<file path="src/rtl/ssd_pkg.sv">
// Package for the seven-segment scan display: item types, item kinds,
// digit-code constants and the segment decode. No dependencies.
`default_nettype none

package ssd_pkg;

    localparam int NUM_DIGITS_DEF = 6;
    localparam int POS_W          = 3;
    localparam int VALUE_W        = 14;
    localparam int SEG_W          = 8;
    localparam int CODE_W         = 5;
    localparam int TABLE_SIZE     = 21;

    // decimal point is shown by adding this to a digit code
    localparam logic [CODE_W-1:0] DP_OFFSET = 5'd10;

    // floor(v / 10^k) for any 14-bit v, as multiply and shift
    localparam logic [15:0] RECIP10   = 16'd52429;
    localparam int          SHIFT10   = 19;
    localparam logic [12:0] RECIP100  = 13'd5243;
    localparam int          SHIFT100  = 19;
    localparam logic [13:0] RECIP1000 = 14'd8389;
    localparam int          SHIFT1000 = 23;

    localparam logic [VALUE_W-1:0] FMT_XX_X_MIN = 14'd1000;

    typedef enum logic [1:0] {
        KIND_TICK      = 2'd0,
        KIND_VOLT_MEAS = 2'd1,
        KIND_VOLT_SET  = 2'd2,
        KIND_CURRENT   = 2'd3
    } t_kind;

    typedef logic [CODE_W-1:0] t_code;

    typedef struct packed {
        t_kind              kind;
        logic [VALUE_W-1:0] value;
    } t_in_item;

    typedef struct packed {
        logic [POS_W-1:0] digit_select;
        logic [SEG_W-1:0] segments;
    } t_out_item;

    // one write of three digit codes into the lower or upper group
    typedef struct packed {
        logic  en;
        logic  upper;
        t_code c0;
        t_code c1;
        t_code c2;
    } t_digit_wr;

    function automatic logic [SEG_W-1:0] seg_pattern(input t_code code);
        logic [SEG_W-1:0] pat;
        unique case (code)
            5'd0:    pat = 8'h3f;
            5'd1:    pat = 8'h06;
            5'd2:    pat = 8'h5b;
            5'd3:    pat = 8'h4f;
            5'd4:    pat = 8'h66;
            5'd5:    pat = 8'h6d;
            5'd6:    pat = 8'h7d;
            5'd7:    pat = 8'h07;
            5'd8:    pat = 8'h7f;
            5'd9:    pat = 8'h6f;
            5'd10:   pat = 8'hbf;
            5'd11:   pat = 8'h86;
            5'd12:   pat = 8'hdb;
            5'd13:   pat = 8'hcf;
            5'd14:   pat = 8'he6;
            5'd15:   pat = 8'hed;
            5'd16:   pat = 8'hfd;
            5'd17:   pat = 8'h87;
            5'd18:   pat = 8'hff;
            5'd19:   pat = 8'hef;
            5'd20:   pat = 8'hf7;
            default: pat = 8'h00;
        endcase
        return pat;
    endfunction

endpackage

`default_nettype wire

</file>
<file path="src/rtl/ssd_format.sv">
// Value formatter: splits a value in hundredths into decimal digits and
// builds the three digit codes for a write item. Depends on ssd_pkg.
`default_nettype none

module ssd_format (
    input  wire logic                        i_en,
    input  wire ssd_pkg::t_kind              i_kind,
    input  wire logic [ssd_pkg::VALUE_W-1:0] i_value,
    output ssd_pkg::t_digit_wr               o_wr
);
    import ssd_pkg::*;

    logic [29:0] p10;
    logic [26:0] p100;
    logic [27:0] p1000;
    logic [10:0] q10;
    logic [7:0]  q100;
    logic [4:0]  q1000;
    logic [13:0] u_full;
    logic [10:0] t_full;
    logic [7:0]  h_full;
    logic [3:0]  dig_u, dig_t, dig_h, dig_th;
    logic [3:0]  rt, rh, rth;
    logic        round_up, carry_t, carry_h;
    logic        is_volt, wide_fmt;

    // three independent reciprocal multiplies
    assign p10   = 30'(i_value) * 30'(RECIP10);
    assign p100  = 27'(i_value) * 27'(RECIP100);
    assign p1000 = 28'(i_value) * 28'(RECIP1000);
    assign q10   = p10[SHIFT10 +: 11];
    assign q100  = p100[SHIFT100 +: 8];
    assign q1000 = p1000[SHIFT1000 +: 5];

    assign u_full = i_value - 14'(q10) * 14'd10;
    assign t_full = q10 - 11'(q100) * 11'd10;
    assign h_full = q100 - 8'(q1000) * 8'd10;
    assign dig_u  = u_full[3:0];
    assign dig_t  = t_full[3:0];
    assign dig_h  = h_full[3:0];
    assign dig_th = (q1000 >= 5'd10) ? 4'(q1000 - 5'd10) : q1000[3:0];

    // rounding adds ten: a BCD increment from the tens digit up
    assign round_up = dig_u > 4'd5;
    assign carry_t  = round_up && (dig_t == 4'd9);
    assign carry_h  = carry_t && (dig_h == 4'd9);
    assign rt  = !round_up ? dig_t  : (carry_t ? 4'd0 : dig_t + 4'd1);
    assign rh  = !carry_t  ? dig_h  : (carry_h ? 4'd0 : dig_h + 4'd1);
    assign rth = !carry_h  ? dig_th : ((dig_th == 4'd9) ? 4'd0 : dig_th + 4'd1);

    assign is_volt  = (i_kind != KIND_CURRENT);
    assign wide_fmt = is_volt && (i_value >= FMT_XX_X_MIN);

    always_comb begin
        o_wr.en    = i_en;
        o_wr.upper = (i_kind != KIND_VOLT_MEAS);
        if (wide_fmt) begin
            o_wr.c0 = {1'b0, rth};
            o_wr.c1 = {1'b0, rh} + DP_OFFSET;
            o_wr.c2 = {1'b0, rt};
        end else begin
            o_wr.c0 = {1'b0, dig_h} + DP_OFFSET;
            o_wr.c1 = {1'b0, dig_t};
            o_wr.c2 = {1'b0, dig_u};
        end
    end

endmodule

`default_nettype wire

</file>
<file path="src/rtl/ssd_scan.sv">
// Digit store and scan counter: holds the digit codes, takes digit
// writes and decodes the digit at the scan position. Depends on ssd_pkg.
`default_nettype none

module ssd_scan #(
    parameter int NUM_DIGITS = ssd_pkg::NUM_DIGITS_DEF
) (
    input  wire logic                      i_clk,
    input  wire logic                      i_rst_n,
    input  wire logic                      i_tick,
    input  wire ssd_pkg::t_digit_wr        i_wr,
    output logic [ssd_pkg::POS_W-1:0]      o_pos,
    output logic [ssd_pkg::SEG_W-1:0]      o_segments
);
    import ssd_pkg::*;

    localparam int IDX_W = (NUM_DIGITS > 1) ? $clog2(NUM_DIGITS) : 1;

    logic [POS_W-1:0] r_pos;
    logic [POS_W-1:0] n_pos;
    t_code            r_codes [NUM_DIGITS];

    assign n_pos = (r_pos == POS_W'(NUM_DIGITS - 1)) ? '0 : r_pos + POS_W'(1);

    always_ff @(posedge i_clk) begin
        if (!i_rst_n) begin
            r_pos <= '0;
        end else if (i_tick) begin
            r_pos <= n_pos;
        end
    end

    // digits 0..2 form the lower group, 3..5 the upper one
    always_ff @(posedge i_clk) begin
        for (int i = 0; i < NUM_DIGITS; i++) begin
            if (!i_rst_n) begin
                r_codes[i] <= CODE_W'(i + 1);
            end else if (i_wr.en && (i_wr.upper ? (i >= 3 && i < 6) : (i < 3))) begin
                if (i == 0 || i == 3) begin
                    r_codes[i] <= i_wr.c0;
                end else if (i == 1 || i == 4) begin
                    r_codes[i] <= i_wr.c1;
                end else begin
                    r_codes[i] <= i_wr.c2;
                end
            end
        end
    end

    assign o_pos      = r_pos;
    assign o_segments = seg_pattern(r_codes[r_pos[IDX_W-1:0]]);

`ifndef SYNTHESIS
    // one extra bit so that eight digits still compare correctly
    a_pos_range: assert property (@(posedge i_clk) disable iff (!i_rst_n)
        {1'b0, r_pos} < (POS_W + 1)'(NUM_DIGITS))
        else $error("scan position out of range");

    a_pos_advance: assert property (@(posedge i_clk) disable iff (!i_rst_n)
        i_tick |=> (r_pos == (($past(r_pos) == POS_W'(NUM_DIGITS - 1)) ?
                              POS_W'(0) : $past(r_pos) + POS_W'(1))))
        else $error("scan position did not advance on a tick");

    a_pos_hold: assert property (@(posedge i_clk) disable iff (!i_rst_n)
        !i_tick |=> $stable(r_pos))
        else $error("scan position moved without a tick");
`endif

endmodule

`default_nettype wire

</file>
<file path="src/rtl/seven_segment_scan_display.sv">
// Six-digit multiplexed seven-segment display driver, top level.
// Path: a scan tick passes the input register, then the output register,
// which holds its result; write items produce no result.
// Throughput: one item per cycle, set by the single input/output register pair, while no tick waits on a full output.
// Reset: scan position 0, digit i holds code i+1, both registers empty.
// Depends on ssd_pkg, ssd_format and ssd_scan.
`default_nettype none

module seven_segment_scan_display #(
    parameter int NUM_DIGITS = ssd_pkg::NUM_DIGITS_DEF
) (
    input  wire logic               i_clk,
    input  wire logic               i_rst_n,
    input  wire logic               i_in_valid,
    output logic                    o_in_ready,
    input  wire ssd_pkg::t_in_item  i_in_item,
    output logic                    o_out_valid,
    input  wire logic               i_out_ready,
    output ssd_pkg::t_out_item      o_out_item
);
    import ssd_pkg::*;

    logic             r_s1_valid;
    t_in_item         r_s1;
    logic             r_out_valid;
    t_out_item        r_out;
    logic             in_fire;
    logic             s1_fire;
    logic             s1_tick;
    t_digit_wr        digit_wr;
    logic [POS_W-1:0] scan_pos;
    logic [SEG_W-1:0] scan_seg;

    // a write item always leaves; a tick leaves when the output slot frees
    assign s1_fire    = r_s1_valid &&
                        (r_s1.kind != KIND_TICK || !r_out_valid || i_out_ready);
    assign s1_tick    = s1_fire && (r_s1.kind == KIND_TICK);
    assign o_in_ready = !r_s1_valid || s1_fire;
    assign in_fire    = i_in_valid && o_in_ready;

    always_ff @(posedge i_clk) begin
        if (!i_rst_n) begin
            r_s1_valid <= 1'b0;
        end else if (in_fire) begin
            r_s1_valid <= 1'b1;
        end else if (s1_fire) begin
            r_s1_valid <= 1'b0;
        end
    end

    always_ff @(posedge i_clk) begin
        if (in_fire) begin
            r_s1 <= i_in_item;
        end
    end

    ssd_format u_format (
        .i_en    (s1_fire && (r_s1.kind != KIND_TICK)),
        .i_kind  (r_s1.kind),
        .i_value (r_s1.value),
        .o_wr    (digit_wr)
    );

    ssd_scan #(
        .NUM_DIGITS (NUM_DIGITS)
    ) u_scan (
        .i_clk      (i_clk),
        .i_rst_n    (i_rst_n),
        .i_tick     (s1_tick),
        .i_wr       (digit_wr),
        .o_pos      (scan_pos),
        .o_segments (scan_seg)
    );

    always_ff @(posedge i_clk) begin
        if (!i_rst_n) begin
            r_out_valid <= 1'b0;
        end else if (s1_tick) begin
            r_out_valid <= 1'b1;
        end else if (i_out_ready) begin
            r_out_valid <= 1'b0;
        end
    end

    always_ff @(posedge i_clk) begin
        if (s1_tick) begin
            r_out.digit_select <= scan_pos;
            r_out.segments     <= scan_seg;
        end
    end

    assign o_out_valid = r_out_valid;
    assign o_out_item  = r_out;

`ifndef SYNTHESIS
    a_out_select_range: assert property (@(posedge i_clk) disable iff (!i_rst_n)
        r_out_valid |-> ({1'b0, r_out.digit_select} < (POS_W + 1)'(NUM_DIGITS)))
        else $error("result selects a digit that does not exist");

    a_tick_gives_result: assert property (@(posedge i_clk) disable iff (!i_rst_n)
        s1_tick |=> r_out_valid)
        else $error("tick left no result");

    a_no_overwrite: assert property (@(posedge i_clk) disable iff (!i_rst_n)
        (r_out_valid && !i_out_ready) |-> !s1_tick)
        else $error("pending result overwritten");
`endif

endmodule

`default_nettype wire
</file>
<file path="config.mk">
export PLATFORM = sky130hd
export DESIGN_NAME = seven_segment_scan_display
export DESIGN_NICKNAME = d
export VERILOG_FILES = /design/src/rtl/ssd_pkg.sv /design/src/rtl/ssd_format.sv /design/src/rtl/ssd_scan.sv /design/src/rtl/seven_segment_scan_display.sv
export SDC_FILE = /design/constraint.sdc
export NUM_CORES = 1
export LEC_CHECK = 0
export BUFFER_PORTS_ARGS = -buffer_cell sky130_fd_sc_hd__buf_2
export CORE_ASPECT_RATIO = 1.4
export CORE_MARGIN = 2
export CORE_UTILIZATION = 65
export DETAILED_ROUTE_END_ITERATION = 16
export GPL_ROUTABILITY_DRIVEN = 0
export GPL_TIMING_DRIVEN = 1
export PLACE_DENSITY_LB_ADDON = 0.15
export SLEW_MARGIN = 20
export SYNTH_ARGS = -nofsm -noshare
export SYNTH_HDL_FRONTEND = slang
export SYNTH_SLANG_ARGS = --single-unit
</file>
<file path="constraint.sdc">
create_clock -name i_clk -period 9.8 [get_ports i_clk]
set_input_delay 1.96 -clock i_clk [delete_from_list [all_inputs] [get_ports i_clk]]
set_output_delay 1.96 -clock i_clk [all_outputs]
set_load 0.1 [all_outputs]
</file>
==> results of run 1 <==
cells in the mapped netlist, drive strengths merged (13+ instances only):
| cell type | number |
|---|---|
| nor2 | 42 |
| nor3 | 17 |
| nand3 | 18 |
| o21ai | 36 |
| nand2 | 64 |
| nor2b | 13 |
| a21oi | 52 |
| edfxtp | 55 |
| fa | 136 |
| ha | 250 |
| inv | 287 |
| xnor2 | 19 |
cell usage in the layout, fill, tap and decap left out, drive strengths merged, types with 4 or more instances in the layout:
cell,count
xor2,12
dfxtp,8
or2,7
fa,136
and2,8
and3,5
nand2,64
clkbuf,9
xnor2,19
nor3,17
nor2b,13
and4,4
a211oi,12
o21a,7
a21o,11
nand4,12
edfxtp,55
nor2,42
nand2b,5
mux4,4
nand3,18
a31oi,8
a21oi,52
clkinvlp,4
o221ai,4
mux2i,9
nor4,4
ha,250
o31ai,4
buf,40
o211ai,6
o21ai,36
inv,288
worst max-delay path by stage:
stage                        from                            endpoint  slack, ns  cells after the start
6_report       r_s1[13]$_DFFE_PP_  u_scan.r_codes[4][2]$_SDFFCE_PN1P_       0.77                     34
3_5_place_dp   r_s1[13]$_DFFE_PP_  u_scan.r_codes[4][2]$_SDFFCE_PN1P_       0.79                     34
4_1_cts        r_s1[13]$_DFFE_PP_  u_scan.r_codes[4][2]$_SDFFCE_PN1P_       0.78                     34
2_1_floorplan  r_s1[12]$_DFFE_PP_  u_scan.r_codes[4][2]$_SDFFCE_PN1P_       1.32                     34
5_1_grt        r_s1[13]$_DFFE_PP_  u_scan.r_codes[4][2]$_SDFFCE_PN1P_       0.20                     34
3_3_place_gp   r_s1[13]$_DFFE_PP_  u_scan.r_codes[4][2]$_SDFFCE_PN1P_       1.03                     34
through the flow:
stage                     worst slack (ns)  instances
after floorplan                      1.322       1187
after global placement               1.035       1451
after detailed placement            0.7921       1451
after CTS                           0.7773       1467
after global routing                0.2016       1467
final                               0.7700       1467
final cells by class:
class / count / area share, %
Sequential cell: 63 / 14.62
Inverter: 287 / 8.694
Timing Repair Buffer: 40 / 1.777
Clock buffer: 9 / 1.818
Multi-Input combinational cell: 825 / 70.12
Clock inverter: 7 / 0.5857
Tap cell: 236 / 2.383
cell families after synthesis:
group,Yosys count
AO/OA/AOI/OAI,178
XOR/XNOR,35
adder cells (fa/ha/maj),386
buffers and inverters,299
flip-flops,63
multiplexers,16
AND/OR/NAND/NOR,210
worst reg2reg max path, delay by kind of cell (launching register included):
family	cells	cell delay, ns
compound gates	7	1.63
xor+xnor	6	1.26
fa+ha+maj	10	4.24
buf+inv	7	0.63
flops	1	0.58
simple gates	4	0.40
layer usage:
| layer | up-vias | wire [microns] |
|---|---|---|
| li1 | 4048 | - |
| met1 | 4193 | 10330 |
| met2 | 248 | 14970 |
| met3 | 115 | 1021 |
| met4 | 2 | 2050 |
| met5 | - | 10 |
registers in the layout (all words and copies together) (netlist names), named ones only:
| signal | flops |
|---|---|
| o_out_item | 11 |
| o_out_valid | 1 |
| r_s1 | 16 |
| r_s1_valid | 1 |
| u_scan.o_pos | 3 |
| u_scan.r_codes | 28 |
==> impl_results.md, run 1 <==
- Finished Cell Area: 12390 sq um
- Row cnt: 57
- Vias in the first global route: 9213
- Worst EP arrival: 9.11 ns
- FF+latch count, synth: 63
- Pre-Repair DR Iteration Count: 5
- Core ar.: 17470 sq um
- GRT Util Overall: 31.97%
- Maximum net fanout on the critical path: 9
- Top-area cell type share of the netlist area: 26.91%
- Hold Buf Count CTS: 0
- Final WL: 28.38 mm
- Area fraction in compound gates after synthesis: 10.37%
- CP bufs+invs: 7
- Htree depth: 3
- Vias: 8606
- Grt total ovfl: 0
- CP peak stage delay: 0.63 ns
- Sequential share of the synthesized area: 15.59%
- Iter 0 DRT Violations: 499
- Met2 Usage GRT: 57.30%
- Routing usage on met1: 34.77%
- Synth top area cells: ha_1, fa_1, edfxtp_1, inv_1, a21oi_1
- Ports: 33
- First-pass GRT wire length: 45.40 mm
- Slowest-stage cell, CP: fa_1
- Main synth FF type: edfxtp_1
- Root buffer cell: clkbuf_16
- Fmax: 110.7 MHz
- Status: finished clean
- Reg-to-reg slack, setup: 0.77 ns
- Register area: 1812 sq um
- Setup Buffers After CTS: 0
- Post-CTS resize count: 0
- Drt via density: 5.866
- CTS sink cnt: 63
- Mux contribution to synthesized area: 1.873%
- Slew @ Worst Pin: 1.005 ns
- Worst Setup Path Type: flip-flop to flip-flop
- Latest clock arrival within the worst-skew pair: 0.35 ns
- Antenna violations before repair: 1
- Number of port buffers: 32
- Final hold violation count: 0
- RSZ-0062 raised after global routing: false
- CTS tree: yes
- Netlist Area Pre-Place: 11620 sq um
- Async set-reset flop share out of synthesis: 0%
- Yosys cell types: 77
- Final setup vio count: 0
- Crit path time final: 9.030 ns
- Clock transition at path regs: 0.06 ns
- Area Growth Syn to Fin: 6.598%
- Final TNS setup: 0 ns
- Die span in y: 162.2 microns
- Fillers: 1344
- Slew headroom: 32.98%
- Worst Hold Class: flip-flop to flip-flop
- TritonCTS Buffers: 9
- Layout net count: 1632
- Max Cap Viol: 0
- Synth warn: 0
- Simple-gate portion of the synthesized area: 8.967%
- WHS Path Cells: 0
- Most frequent CP cell: inv_1
- Starting Density: 66.52%
- Crit path launch type: flip-flop
- Top Family by Delay on Critical Path: adder cells
- Die X: 117.0 microns
- Post-Synth XOR/XNOR Area: 3.208%
- Critical path required time: 9.88 ns
- Part of the cycle the worst path needs: 92.14%
- GR Util met3: 4.179%
- Syn avg cell area: 9.792 sq um
- Area after DPL: 12090 sq um
- Fin Hold WS: 0.4879 ns
- Min-Delay Startpoint: u_scan.o_pos[0]$_SDFFE_PN0P_
- Critical path endpoint category: flip-flop
- Area occupied by multi-input gates: 8688 sq um
- ANT nets after route: 0
- EDFF count, synth: 55
- Synthesized net count: 1593
- Area leader, netlist: ha_1
- Antenna cells: 0
- Most Used Layer, Global Route: met2
- Final HPWL DP: 24.01 mm
- Share of cells above drive strength 1: 6.661%
- Final Skew: 0.01423 ns
- Largest net degree at the start of global routing: 20
- Pins Over Slew Limit: 0
- Synth Instances: 1187
- DR WL/cell: 19.35 microns
- RR Startpoint: r_s1[13]$_DFFE_PP_
- R2R depth: 34
- Worst Hold End: o_out_item[8]$_DFFE_PP_
- Final Util: 70.91%
- Synth Area in Adders: 50.33%
- Maximum root-to-sink buffer count: 2
- Die area: 18980 sq um
- Main combinational cell family by area after synthesis: adder cells
- DRC Markers: 0
- Crit Reg-Reg Endpoint: u_scan.r_codes[4][2]$_SDFFCE_PN1P_
Power of run 1 is left out: the tool's default activity adds up to more than one toggle a clock period on the data nets, which glitch-free logic cannot reach.
==> inputs of run 2 (changes only) <==
--- a/config.mk
+++ b/config.mk
@@ -8,7 +8,7 @@
 export BUFFER_PORTS_ARGS = -buffer_cell sky130_fd_sc_hd__buf_2
 export CORE_ASPECT_RATIO = 1.4
 export CORE_MARGIN = 2
-export CORE_UTILIZATION = 65
+export CORE_UTILIZATION = 40
 export DETAILED_ROUTE_END_ITERATION = 16
 export GPL_ROUTABILITY_DRIVEN = 0
 export GPL_TIMING_DRIVEN = 1
==> impl_results.md, run 2 (same netlist as run 1, synthesis figures left out) <==
- CP bufs+invs: 7 (unchanged)
- Die X: 148.1 microns (+27%)
- Slowest-stage cell, CP: fa_1
- Ports: 33 (unchanged)
- Final HPWL DP: 26.85 mm (+12%)
- DR WL/cell: 18.97 microns (-1.9%)
- First-pass GRT wire length: 48.71 mm (+7.3%)
- Min-Delay Startpoint: u_scan.o_pos[1]$_SDFFE_PN0P_
- Die span in y: 205.7 microns (+27%)
- Largest register FFs: 28 (unchanged)
- Worst Hold End: o_out_item[9]$_DFFE_PP_
- Final WL: 30.58 mm (+7.8%)
- Number of port buffers: 32 (unchanged)
- RSZ-0062 raised after global routing: false
- Area Growth Syn to Fin: 8.278%
- Critical path endpoint category: flip-flop
- Root buffer cell: clkbuf_16
- Vias in the first global route: 9049 (-1.8%)
- DRC Markers: 0 (unchanged)
- Layout net count: 1638 (+0.37%)
- Fmax: 112.7 MHz (+1.7%)
- R2R depth: 33 (-2.9%)
- Setup Buffers After CTS: 0 (unchanged)
- Crit path time final: 8.876 ns (-0.1537 ns)
- Post-CTS resize count: 0 (unchanged)
- Part of the cycle the worst path needs: 90.57% (-1.6 points)
- Latest clock arrival within the worst-skew pair: 0.34 ns (about the same)
- Status: finished clean
- Final Skew: 0.01003 ns (-0.004194 ns)
- RR Startpoint: r_s1[13]$_DFFE_PP_
- Commonest non-fill, non-tap cell in the layout: inv_1
- Crit Reg-Reg Endpoint: u_scan.r_codes[4][2]$_SDFFCE_PN1P_
- Share of cells above drive strength 1: 7.195% (+0.53 points)
- CTS tree: yes
- Crit path launch type: flip-flop
- Starting Density: 40.79% (-26 points)
- Largest Register: u_scan.r_codes
- Vias: 8328 (-3.2%)
- Max Cap Viol: 0 (unchanged)
- Htree depth: 3 (unchanged)
- Worst Hold Class: flip-flop to flip-flop
- CP peak stage delay: 0.63 ns (about the same)
- Top Family by Delay on Critical Path: adder cells
- Drt via density: 5.166 (-12%)
- Final TNS setup: 0 ns (unchanged)
- CTS sink cnt: 63 (unchanged)
- Reg-to-reg slack, setup: 0.92 ns (+0.15 ns)
- Antenna violations before repair: 0 (-1)
- Pre-Repair DR Iteration Count: 4 (-1)
- Row cnt: 73 (+28%)
- Die area: 30460 sq um (+60%)
- Clock transition at path regs: 0.07 ns (about the same)
- Worst EP arrival: 8.95 ns (-0.16 ns)
- Maximum root-to-sink buffer count: 2 (unchanged)
- Largest net degree at the start of global routing: 20 (unchanged)
- TritonCTS Buffers: 9 (unchanged)
- Hold Buf Count CTS: 0 (unchanged)
- Final hold violation count: 0 (unchanged)
- Grt total ovfl: 0 (unchanged)
- Core ar.: 28500 sq um (+63%)
- Maximum net fanout on the critical path: 9 (unchanged)
- WHS Path Cells: 0 (unchanged)
- GRT Util Overall: 21.20% (-11 points)
- Most frequent CP cell: inv_1
- Most frequent cells in the layout: inv_1, ha_1, fa_1
- Antenna cells: 0 (unchanged)
- Iter 0 DRT Violations: 307 (-38%)
- Slew @ Worst Pin: 1.020 ns (+0.01511 ns)
- Worst Setup Path Type: flip-flop to flip-flop
- Final setup vio count: 0 (unchanged)
- ANT nets after route: 0 (unchanged)
- Slew headroom: 31.97% (-1.0 points)
- Pins Over Slew Limit: 0 (unchanged)
- Critical path required time: 9.88 ns (about the same)
## run 2: cell types whose count changed in the layout (fill, tap and decap cells not counted), sizes merged
cell and delta:
bufinv -1, buf +6, clkinv +1
## run 2: per-stage QoR
step / util, % / setup slack, ns / std cells / hold slack [ns] / instance area, sq um
2_1_floorplan: - / 1.322 / 1187 / 0.4458 / 11620
3_3_place_gp: 43.20 / 1.088 / 1596 / 0.4669 / 12310
3_5_place_dp: 43.20 / 0.9364 / 1596 / 0.4703 / 12310
4_1_cts: 44.16 / 0.9016 / 1612 / 0.4831 / 12590
5_1_grt: 44.16 / 0.3348 / 1612 / 0.5114 / 12590
6_report: 44.16 / 0.9237 / 1612 / 0.4837 / 12590
## run 2: metal layers
layer  part of all wire, %  GRT usage, %  vias up
met3                   1.7         1.840       44
li1                      -             -     4069
met1                    37         22.31     4108
met2                    57         43.12      107
met4                   3.6         7.483        0
met5                     0             0        -
## run 2: cell type report
cell class | count | area (sq um)
clock buffer | 9 | 225.2
clock inverter | 7 | 48.80
fill | 2867 | 15910
inverter | 287 | 1077
multi-input combinational | 825 | 8688
sequential | 63 | 1812
tap | 375 | 469.2
timing repair buffer | 46 | 265.3
## run 2: worst max path at each step
stage | cells past startpoint | slack, ns | endpoint | from
2_1_floorplan | 34 | 1.32 | u_scan.r_codes[4][2]$_SDFFCE_PN1P_ | r_s1[12]$_DFFE_PP_
3_3_place_gp | 33 | 1.09 | u_scan.r_codes[4][2]$_SDFFCE_PN1P_ | r_s1[9]$_DFFE_PP_
3_5_place_dp | 33 | 0.94 | u_scan.r_codes[4][2]$_SDFFCE_PN1P_ | r_s1[13]$_DFFE_PP_
4_1_cts | 33 | 0.90 | u_scan.r_codes[4][2]$_SDFFCE_PN1P_ | r_s1[13]$_DFFE_PP_
5_1_grt | 33 | 0.33 | u_scan.r_codes[4][2]$_SDFFCE_PN1P_ | r_s1[13]$_DFFE_PP_
6_report | 33 | 0.92 | u_scan.r_codes[4][2]$_SDFFCE_PN1P_ | r_s1[13]$_DFFE_PP_
Power of run 2 is left out for the same reason.
==> inputs of run 3 (changes only) <==
--- a/config.mk
+++ b/config.mk
@@ -5,6 +5,7 @@
 export SDC_FILE = /design/constraint.sdc
 export NUM_CORES = 1
 export LEC_CHECK = 0
+export ABC_AREA = 1
 export BUFFER_PORTS_ARGS = -buffer_cell sky130_fd_sc_hd__buf_2
 export CORE_ASPECT_RATIO = 1.4
 export CORE_MARGIN = 2
==> constraint.sdc (replaced) <==
create_clock -name i_clk -period 9.8 [get_ports i_clk]
set_input_delay 0.49 -clock i_clk [delete_from_list [all_inputs] [get_ports i_clk]]
set_output_delay 0.49 -clock i_clk [all_outputs]
set_load 0.1 [all_outputs]
==> impl_results.md, run 3 <==
- Worst Hold Class: input pin to flip-flop
- Slew headroom: 29.37% (-2.6 points)
- Slowest-stage cell, CP: edfxtp_1
- DRC Markers: 0 (unchanged)
- Area leader, netlist: ha_1
- Final WL: 31.35 mm (+2.5%)
- Area Growth Syn to Fin: 7.720%
- Drt via density: 4.821 (-6.7%)
- Crit path time final: 7.931 ns (-0.9452 ns)
- Synthesized net count: 1913 (+20%)
- EDFF count, synth: 55 (unchanged)
- Worst EP arrival: 8.03 ns (-0.92 ns)
- Min-Delay Startpoint: i_in_item[2]
- Reg-to-reg slack, setup: 1.87 ns (+0.95 ns)
- Synth top area cells: ha_1, fa_1, edfxtp_1, inv_1, nand2_1
- Setup Buffers After CTS: 0 (unchanged)
- GRT Util Overall: 20.49% (-0.72 points)
- Part of the cycle the worst path needs: 80.93% (-9.6 points)
- Synth Instances: 1507 (+27%)
- Yosys cell types: 48 (-38%)
- Final HPWL DP: 27.92 mm (+4.0%)
- Fmax: 126.1 MHz (+12%)
- Htree depth: 3 (unchanged)
- Most instantiated library cell after synthesis: inv_1
- Most frequent cells in the layout: inv_1, nand2_1, ha_1
- Synth warn: 0 (unchanged)
- Root buffer cell: clkbuf_16
- Ports: 33 (unchanged)
- Largest Register: u_scan.r_codes
- Top-area cell type share of the netlist area: 25.39% (-1.5 points)
- Die area: 32230 sq um (+5.8%)
- Maximum net fanout on the critical path: 10 (+1)
- Async set-reset flop share out of synthesis: 0% (unchanged)
- ANT nets after route: 0 (unchanged)
- Layout net count: 1960 (+20%)
- Maximum root-to-sink buffer count: 2 (unchanged)
- Final hold violation count: 0 (unchanged)
- Share of cells above drive strength 1: 6.992% (-0.20 points)
- Netlist Area Pre-Place: 12320 sq um (+6.0%)
- Final Skew: 0.01455 ns (+0.004519 ns)
- DR WL/cell: 16.08 microns (-15%)
- Number of port buffers: 32 (unchanged)
- Final TNS setup: 0 ns (unchanged)
- Vias in the first global route: 9781 (+8.1%)
- Largest net degree at the start of global routing: 18 (-10%)
- Die X: 152.3 microns (+2.9%)
- Die span in y: 211.6 microns (+2.9%)
- Pins Over Slew Limit: 0 (unchanged)
- Largest register FFs: 28 (unchanged)
- Row cnt: 76 (+4.1%)
- TritonCTS Buffers: 9 (unchanged)
- R2R depth: 34 (+3.0%)
- Worst Setup Path Type: flip-flop to flip-flop
- Final setup vio count: 0 (unchanged)
- Crit path launch type: flip-flop
- Commonest non-fill, non-tap cell in the layout: inv_1
- Final Util: 43.47% (-0.69 points)
- CP peak stage delay: 0.63 ns (about the same)
- Critical path required time: 9.90 ns (+0.02 ns)
- Critical path endpoint category: flip-flop
- Sequential share of the synthesized area: 14.71% (-0.88 points)
- First-pass GRT wire length: 50.80 mm (+4.3%)
- CTS sink cnt: 63 (unchanged)
- Starting Density: 40.35% (-0.43 points)
- Vias: 9401 (+13%)
- Worst Hold End: r_s1[2]$_DFFE_PP_
- Main synth FF type: edfxtp_1
- Syn avg cell area: 8.174 sq um (-17%)
- FF+latch count, synth: 63 (unchanged)
- CTS tree: yes
- Slew @ Worst Pin: 1.048 ns (+0.02784 ns)
- Status: finished clean
- Hold Buf Count CTS: 0 (unchanged)
- Commonest cells in the netlist: inv_1, nand2_1, ha_1
- Max Cap Viol: 0 (unchanged)
- RSZ-0062 raised after global routing: false
- Post-CTS resize count: 0 (unchanged)
- RR Startpoint: r_s1[13]$_DFFE_PP_
- Iter 0 DRT Violations: 311 (+1.3%)
- WHS Path Cells: 1 (+1)
- Latest clock arrival within the worst-skew pair: 0.36 ns (+0.02 ns)
- Clock transition at path regs: 0.07 ns (about the same)
- Crit Reg-Reg Endpoint: u_scan.r_codes[4][2]$_SDFFCE_PN1P_
- Pre-Repair DR Iteration Count: 5 (+1)
- Core ar.: 30520 sq um (+7.1%)
- Antenna violations before repair: 0 (unchanged)
- Grt total ovfl: 0 (unchanged)
==> run 3: changes by cell type after synthesis, sizes merged, moves of 12 or more <==
cell    previous run  this run
nand2             64       316
nor2              42        94
nand3             18        61
nor3              17         2
a211oi            12         0
nor2b             13         0
inv              287       413
xnor2             19         6
==> run 3: stage by stage <==
step / worst slack, ns / hold slack, ns / cells / area [sq um]
2_1_floorplan: 2.362 / 0.4082 / 1507 / 12320
3_3_place_gp: 1.893 / 0.4246 / 1933 / 13000
3_5_place_dp: 1.804 / 0.4217 / 1933 / 13000
4_1_cts: 1.790 / 0.2875 / 1949 / 13270
5_1_grt: 1.281 / 0.2928 / 1949 / 13270
6_report: 1.869 / 0.3036 / 1950 / 13270
==> run 3: worst max-delay path: cells and delay by family (launching register included) <==
kind            cells  cell delay [ns]
fa+ha+maj          10             4.18
simple gates       14             1.60
buf+inv             7             0.71
flops               1             0.63
compound gates      2             0.33
xor+xnor            1             0.22
==> run 3: worst max-delay path by stage <==
stage | startpoint | endpoint | slack (ns) | depth (start not counted)
after CTS | r_s1[13]$_DFFE_PP_ | u_scan.r_codes[1][2]$_SDFFCE_PN0P_ | 1.79 | 33
after global routing | r_s1[13]$_DFFE_PP_ | u_scan.r_codes[1][3]$_SDFFCE_PN0P_ | 1.28 | 37
final | r_s1[13]$_DFFE_PP_ | u_scan.r_codes[4][2]$_SDFFCE_PN1P_ | 1.87 | 34
after detailed placement | r_s1[13]$_DFFE_PP_ | u_scan.r_codes[1][2]$_SDFFCE_PN0P_ | 1.80 | 33
after floorplan | r_s1[12]$_DFFE_PP_ | u_scan.r_codes[4][2]$_SDFFCE_PN1P_ | 2.36 | 33
after global placement | r_s1[13]$_DFFE_PP_ | u_scan.r_codes[4][2]$_SDFFCE_PN1P_ | 1.89 | 33
==> run 3: cell families after synthesis <==
logic type	Yosys count	share of synthesized area (%)
AND/OR/NAND/NOR	493	17.61
buffers and inverters	420	12.90
adder cells (fa/ha/maj)	386	47.50
AO/OA/AOI/OAI	130	6.217
flip-flops	63	14.71
XOR/XNOR	15	1.067
==> run 3: per-layer routing <==
layer	GRT usage (%)	up-vias	share of wire (%)
li1	-	4777	-
met1	21.84	4450	39
met2	40.04	123	54
met3	2.272	51	2.1
met4	9.539	0	4.6
met5	0	-	0
==> run 3: cell type report <==
type | instances | area (sq um)
Inverter | 417 | 1568
Sequential cell | 63 | 1812
Tap cell | 390 | 488.0
Fill cell | 3090 | 17260
Antenna cell | 1 | 2.502
Timing Repair Buffer | 39 | 212.7
Clock inverter | 6 | 37.54
Clock buffer | 10 | 229.0
Multi-Input combinational cell | 1024 | 8920
Power of run 3 is left out for the same reason.
